File: src/rtl/pctbl_pkg.sv
// Shared widths, register indexes, reset values and helpers for the
// per-client token bucket limiter. No dependencies.
`timescale 1ns / 1ps

package pctbl_pkg;

    localparam int CLIENTS_DEF   = 64;
    localparam int FRAC_BITS_DEF = 16;

    localparam int KEY_W  = 32;
    localparam int TICK_W = 32;
    localparam int CAP_W  = 16;
    localparam int RATE_W = 24;
    localparam int TMO_W  = 32;
    localparam int CNT_W  = 32;
    localparam int SLOT_W = 6;

    localparam int CFG_IDX_W  = 2;
    localparam int CFG_DATA_W = 32;

    localparam int IN_DATA_W  = 64;
    localparam int OUT_DATA_W = 104;

    localparam logic [CFG_IDX_W-1:0] CFG_CAPACITY = 2'd0;
    localparam logic [CFG_IDX_W-1:0] CFG_REFILL   = 2'd1;
    localparam logic [CFG_IDX_W-1:0] CFG_TIMEOUT  = 2'd2;

    localparam logic [CAP_W-1:0]  CAPACITY_RST = 16'd1000;
    localparam logic [RATE_W-1:0] REFILL_RST   = 24'd65536;
    localparam logic [TMO_W-1:0]  TIMEOUT_RST  = 32'd300000;

    // Saturating increment used by all packet counters.
    function automatic logic [CNT_W-1:0] sat_inc(input logic [CNT_W-1:0] v);
        sat_inc = (v == {CNT_W{1'b1}}) ? v : v + CNT_W'(1);
    endfunction

endpackage

File: src/rtl/pctbl_refill.sv
// Bucket refill datapath: registered elapsed-times-rate product, then
// saturation at capacity and the one-token take. Depends on pctbl_pkg.
`timescale 1ns / 1ps

module pctbl_refill #(
    parameter int FRAC_BITS = pctbl_pkg::FRAC_BITS_DEF
) (
    input  logic                                    aclk,
    input  logic                                    load,
    input  logic [pctbl_pkg::TICK_W-1:0]            elapsed,
    input  logic [pctbl_pkg::RATE_W-1:0]            rate,
    input  logic [pctbl_pkg::CAP_W+FRAC_BITS-1:0]   tokens,
    input  logic [pctbl_pkg::CAP_W-1:0]             capacity,
    output logic [pctbl_pkg::CAP_W+FRAC_BITS-1:0]   level,
    output logic                                    pass
);

    localparam int TOK_W  = pctbl_pkg::CAP_W + FRAC_BITS;
    localparam int PROD_W = pctbl_pkg::TICK_W + pctbl_pkg::RATE_W;
    localparam int SUM_W  = PROD_W + 1;
    localparam logic [TOK_W-1:0] ONE = {{(TOK_W-1){1'b0}}, 1'b1} << FRAC_BITS;

    logic [PROD_W-1:0] prod_reg;
    logic [TOK_W-1:0]  tok_reg;
    logic [TOK_W-1:0]  full_reg;

    logic [SUM_W-1:0]  sum;
    logic [TOK_W-1:0]  sat;

    always_ff @(posedge aclk) begin
        if (load) begin
            prod_reg <= elapsed * rate;
            tok_reg  <= tokens;
            full_reg <= {capacity, {FRAC_BITS{1'b0}}};
        end
    end

    always_comb begin
        sum   = SUM_W'(prod_reg) + SUM_W'(tok_reg);
        sat   = (sum > SUM_W'(full_reg)) ? full_reg : sum[TOK_W-1:0];
        pass  = (sat >= ONE);
        level = pass ? sat - ONE : sat;
    end

endmodule

File: config.mk
export PLATFORM = sky130hd
export DESIGN_NAME = pctbl_refill
export DESIGN_NICKNAME = d
export VERILOG_FILES = /design/src/rtl/pctbl_pkg.sv /design/src/rtl/pctbl_refill.sv
export SDC_FILE = /design/constraint.sdc
export NUM_CORES = 2
export LEC_CHECK = 0
export BUFFER_PORTS_ARGS = -buffer_cell sky130_fd_sc_hd__buf_2
export CAP_MARGIN = 20
export CORE_MARGIN = 1
export CORE_UTILIZATION = 45
export CTS_CLUSTER_SIZE = 20
export DETAILED_ROUTE_END_ITERATION = 16
export SLEW_MARGIN = 20
export SYNTH_ARGS = -nofsm -noshare
export SYNTH_HDL_FRONTEND = slang
export SYNTH_SLANG_ARGS = --single-unit
File: constraint.sdc
create_clock -name aclk -period 9.8 [get_ports aclk]
set_clock_uncertainty 0.15 [all_clocks]
set_input_delay 0.98 -clock aclk [delete_from_list [all_inputs] [get_ports aclk]]
set_output_delay 0.98 -clock aclk [all_outputs]
set_load 0.01 [all_outputs]
After elaboration in Yosys (flattened, before gate mapping)
Index checks and enable logic that the tools add are counted.
- register bits after elaboration: 104
- bits of input ports: 106
- output and inout bits: 33
- logic and storage cells: 10
- multiplexer cells: 2
- add/subtract/negate cells: 2
- order comparisons: 2
- $mul: 1
- operators with widths (cell ; count):
    $mux W32 ; 2
    $add A56 B32 Y57 ; 1
    $gt A57 B32 Y1 ; 1
    $mul A32 B24 Y56 ; 1
    $ge A32 B17 Y1 const B ; 1
    $sub A32 B17 Y32 const B ; 1

Longest topological paths before layout
- depth after elaboration: 5
- mapped depth: 32
- gate-level depth less buffers: 32

Worst setup path before layout
Ideal clock, no wire load.
- kind: in2reg
- start: in rate[3] (netlist name)
- end: reg prod_reg[52] (data pin)
- path buffers: 1
- data required time: 9391 ps
- stages: 27
- path slack: 1478 ps
- arrival time: 7913 ps
- library setup time: 259 ps
- cell sequence: clkbuf_1 -> nand2_1 -> fa_1 -> inv_1 -> fa_1 -> inv_1 -> fa_1 -> fa_1 -> fa_1 -> inv_1 -> fa_1 -> inv_1 -> fa_1 -> inv_1 -> ha_1 -> and4_1 -> and4_1 -> a221o_1 -> a2111oi_0 -> o21ai_0 -> a21oi_1 -> a211o_1 -> a21boi_0 -> or4_1 -> a31oi_1 -> o21ai_0 -> xnor2_1
- word-level cells in the longest chain between the ends: 1
- RTL lines (element ; line ; source):
    start, declared ; pctbl_refill.sv:11 ; input logic [pctbl_pkg::RATE_W-1:0] rate,
    $mul A32 B24 Y56 ; pctbl_refill.sv:32 ; prod_reg <= elapsed * rate;
    end signal, assigned ; pctbl_refill.sv:32 ;
    end, declared ; pctbl_refill.sv:23 ; logic [PROD_W-1:0] prod_reg;
No other way between the ends.
A chain may end at the register's enable or synchronous reset.

Worst setup path after layout
- start: in elapsed[16] (netlist name)
- end: reg prod_reg[54] (data pin)
- word-level cells in the longest chain between the ends: 1
- RTL lines (element ; line ; source):
    start, declared ; pctbl_refill.sv:10 ; input logic [pctbl_pkg::TICK_W-1:0] elapsed,
    $mul A32 B24 Y56 ; pctbl_refill.sv:32 ;
No other way between the ends.

==> impl_metrics.env <==
export IMPL_pin_count=139
export IMPL_synth_seq_area_share_pct=9.89
export IMPL_yosys_register_bits=104
export IMPL_seq_area_um2=3120
export IMPL_arrival_ps=9070
export IMPL_port_buffers=138
export IMPL_endpoint_kind="register"
export IMPL_fmax_ghz=0.110
export IMPL_vias=23600
export IMPL_tightestPinTransition_ps=889
export IMPL_critPathKind="in -> reg"
export IMPL_grt_use_total_pct=25.2
export IMPL_syn_inst=3472
export IMPL_drive_gt1_share_pct=6.37
export IMPL_slowest_stage="fa_1"
export IMPL_postCtsHoldBufs=0
export IMPL_final_max_slew_viol_count=0
export IMPL_antenna_cells=0
export IMPL_cts_root_buffer="clkbuf_16"
export IMPL_cts_sinks=104
export IMPL_drtPass1Iterations=5
export IMPL_hpwl_mm=69.9
export IMPL_async_reset_ff_share_pct=0
export IMPL_max_cap_violations=0
export IMPL_hold_path_class="in -> reg"
export IMPL_cts_buffers=9
export IMPL_start_util_pct=45.7
export IMPL_yosysTopAreaCell="fa_1"
export IMPL_drc=0
export IMPL_synth_cell_types=67
export IMPL_synth_area_um2=31600
export IMPL_nFillCells=6642
export IMPL_grt_pass1_vias=24500
export IMPL_post_drt_wl_per_cell_um=19.5
export IMPL_setup_tns_ps=0
export IMPL_final_min_clock_period_ps=9110
export IMPL_fp_dieArea_um2=71200
export IMPL_path_max_fanout=24
export IMPL_ys_warn_count=0
export IMPL_rsz0062_at_grt="false"
export IMPL_yosys_area_top_type_share_pct=41.8
export IMPL_slowest_delay_ps=550
export IMPL_fp_dieH_um=267
export IMPL_antenna_left=0
export IMPL_timing_hold_violations_final=0
export IMPL_fp_dieW_um=267
export IMPL_drtIter0Drc=1407
export IMPL_multiInputGateArea_um2=25100
export IMPL_synth_nets=4469
export IMPL_num_rows=96
export IMPL_synth_enable_flop_cells=104
export IMPL_overflow=0
export IMPL_clk_pin_slew_ps=80
export IMPL_cts_tree="yes"
export IMPL_grt_max_degree=62
export IMPL_cpMostUsedCell="fa_1"
export IMPL_relSlewSlack_pct=40.7
export IMPL_coreArea_um2=69100
export IMPL_finalSetupViolCount=0
export IMPL_critPathTopFamily="adder cells"
export IMPL_nets=4508
export IMPL_synth_top_flop_cell="edfxtp_1"
export IMPL_crit_buf_inv=6
export IMPL_synth_area_top_cells="fa_1, edfxtp_1, ha_1"
export IMPL_startpoint_type="primary input"
export IMPL_clockBufferDepth=2
export IMPL_largest_register_ffs=56
export IMPL_period_share_pct=93.0
export IMPL_outcome="finished, final reports clean"
export IMPL_avgSynthCellArea_um2=9.10
export IMPL_syn_to_final_growth_pct=6.23
export IMPL_cts_max_level=3
export IMPL_routed_wl_mm=86.9
export IMPL_gp_congestion=0.894
export IMPL_critPathRequiredTime_ps=9760
export IMPL_antenna_found_initial=1
export IMPL_avgViaCountPerCell=5.30
export IMPL_grt_pass1_wl_mm=139
==> cell usage after synthesis, types with 5 or more instances <==
cell type,instances
nor2_1,85
nand3_1,30
inv_1,743
a31oi_1,12
nand2b_1,13
nand4_1,20
o211ai_1,6
and4_1,8
or4_1,11
mux2i_1,11
and2_1,407
a221o_1,5
xnor2_1,78
or3_1,5
a31o_2,6
nor3_1,32
o21ai_0,69
xor2_1,20
a21o_1,33
a21boi_0,9
nor4_1,7
o21a_1,25
o31ai_1,11
a211oi_1,22
fa_1,659
nor2b_1,12
edfxtp_1,104
o21bai_1,15
ha_1,232
a211o_1,6
a21oi_1,82
or2_2,8
and3_1,23
a221oi_1,5
clkbuf_1,150
nand2_1,451
==> cell type report <==
cell class,instances,share of cell area (%)
Multi-Input combinational cell,2472,74.9
Sequential cell,104,9.31
Inverter,743,8.31
Tap cell,931,3.47
Timing Repair Buffer,181,3.07
Clock buffer,9,0.671
Clock inverter,7,0.246
==> placed cells by master, fill, tap and decap left out, types with 13 or more instances in the layout <==
cell type	netlist	layout
nor2_1	85	85
a21o_1	33	33
edfxtp_1	104	104
a21oi_1	82	82
fa_1	659	659
a211oi_1	22	22
ha_1	232	232
nand2_1	451	451
nor3_1	32	32
buf_4	0	43
xnor2_1	78	77
o21bai_1	15	15
xor2_1	20	20
nand3_1	30	30
o21ai_0	69	69
inv_1	743	743
o21a_1	25	25
and3_1	23	23
nand4_1	20	20
buf_2	3	137
and2_1	407	407
nand2b_1	13	13
==> kinds of logic after synthesis <==
group / Yosys count / synth area share (%)
buffers and inverters: 896 / 10.7
multiplexers: 13 / 0.456
flip-flops: 104 / 9.89
AO/OA/AOI/OAI: 347 / 7.36
adder cells (fa/ha/maj): 891 / 51.0
XOR/XNOR: 98 / 2.72
AND/OR/NAND/NOR: 1123 / 18.0
==> stage by stage <==
step / hold slack (ps) / utilization (%) / instances / setup WS (ps) / instance area, um^2
floorplan: 929 / - / 3472 / 1480 / 31600
global placement: 1010 / 48.1 / 4431 / 299 / 33200
detailed placement: 1010 / 48.1 / 4431 / 310 / 33200
CTS: 619 / 48.5 / 4447 / 8.72 / 33500
global route: 623 / 48.6 / 4447 / 120 / 33500
finish: 636 / 48.6 / 4447 / 688 / 33500
==> layer usage <==
| layer | wire length, um | share of wire, % | vias up | track usage [%] |
|---|---|---|---|---|
| li1 | - | - | 10700 | - |
| met1 | 40000 | 46 | 11900 | 36.6 |
| met2 | 40200 | 46 | 831 | 40.7 |
| met3 | 5520 | 6.3 | 95 | 3.07 |
| met4 | 1210 | 1.4 | 0 | 4.38 |
| met5 | 0 | 0 | - | 0 |
==> worst paths after layout <==
path / startpoint / endpoint / slack [ps] / cells past startpoint
hold / removal: capacity[10] / full_reg[26] / 640 / 1
setup / recovery: elapsed[16] / prod_reg[54] / 690 / 27
==> timing repair <==
action                     in CTS  in global routing
setup buffers                   0                  0
gates resized for setup         0                  7
setup endpoints to repair       0                 17
Power is left out: the tool's default activity adds up to more than one toggle a clock period on the data nets, which glitch-free logic cannot reach.
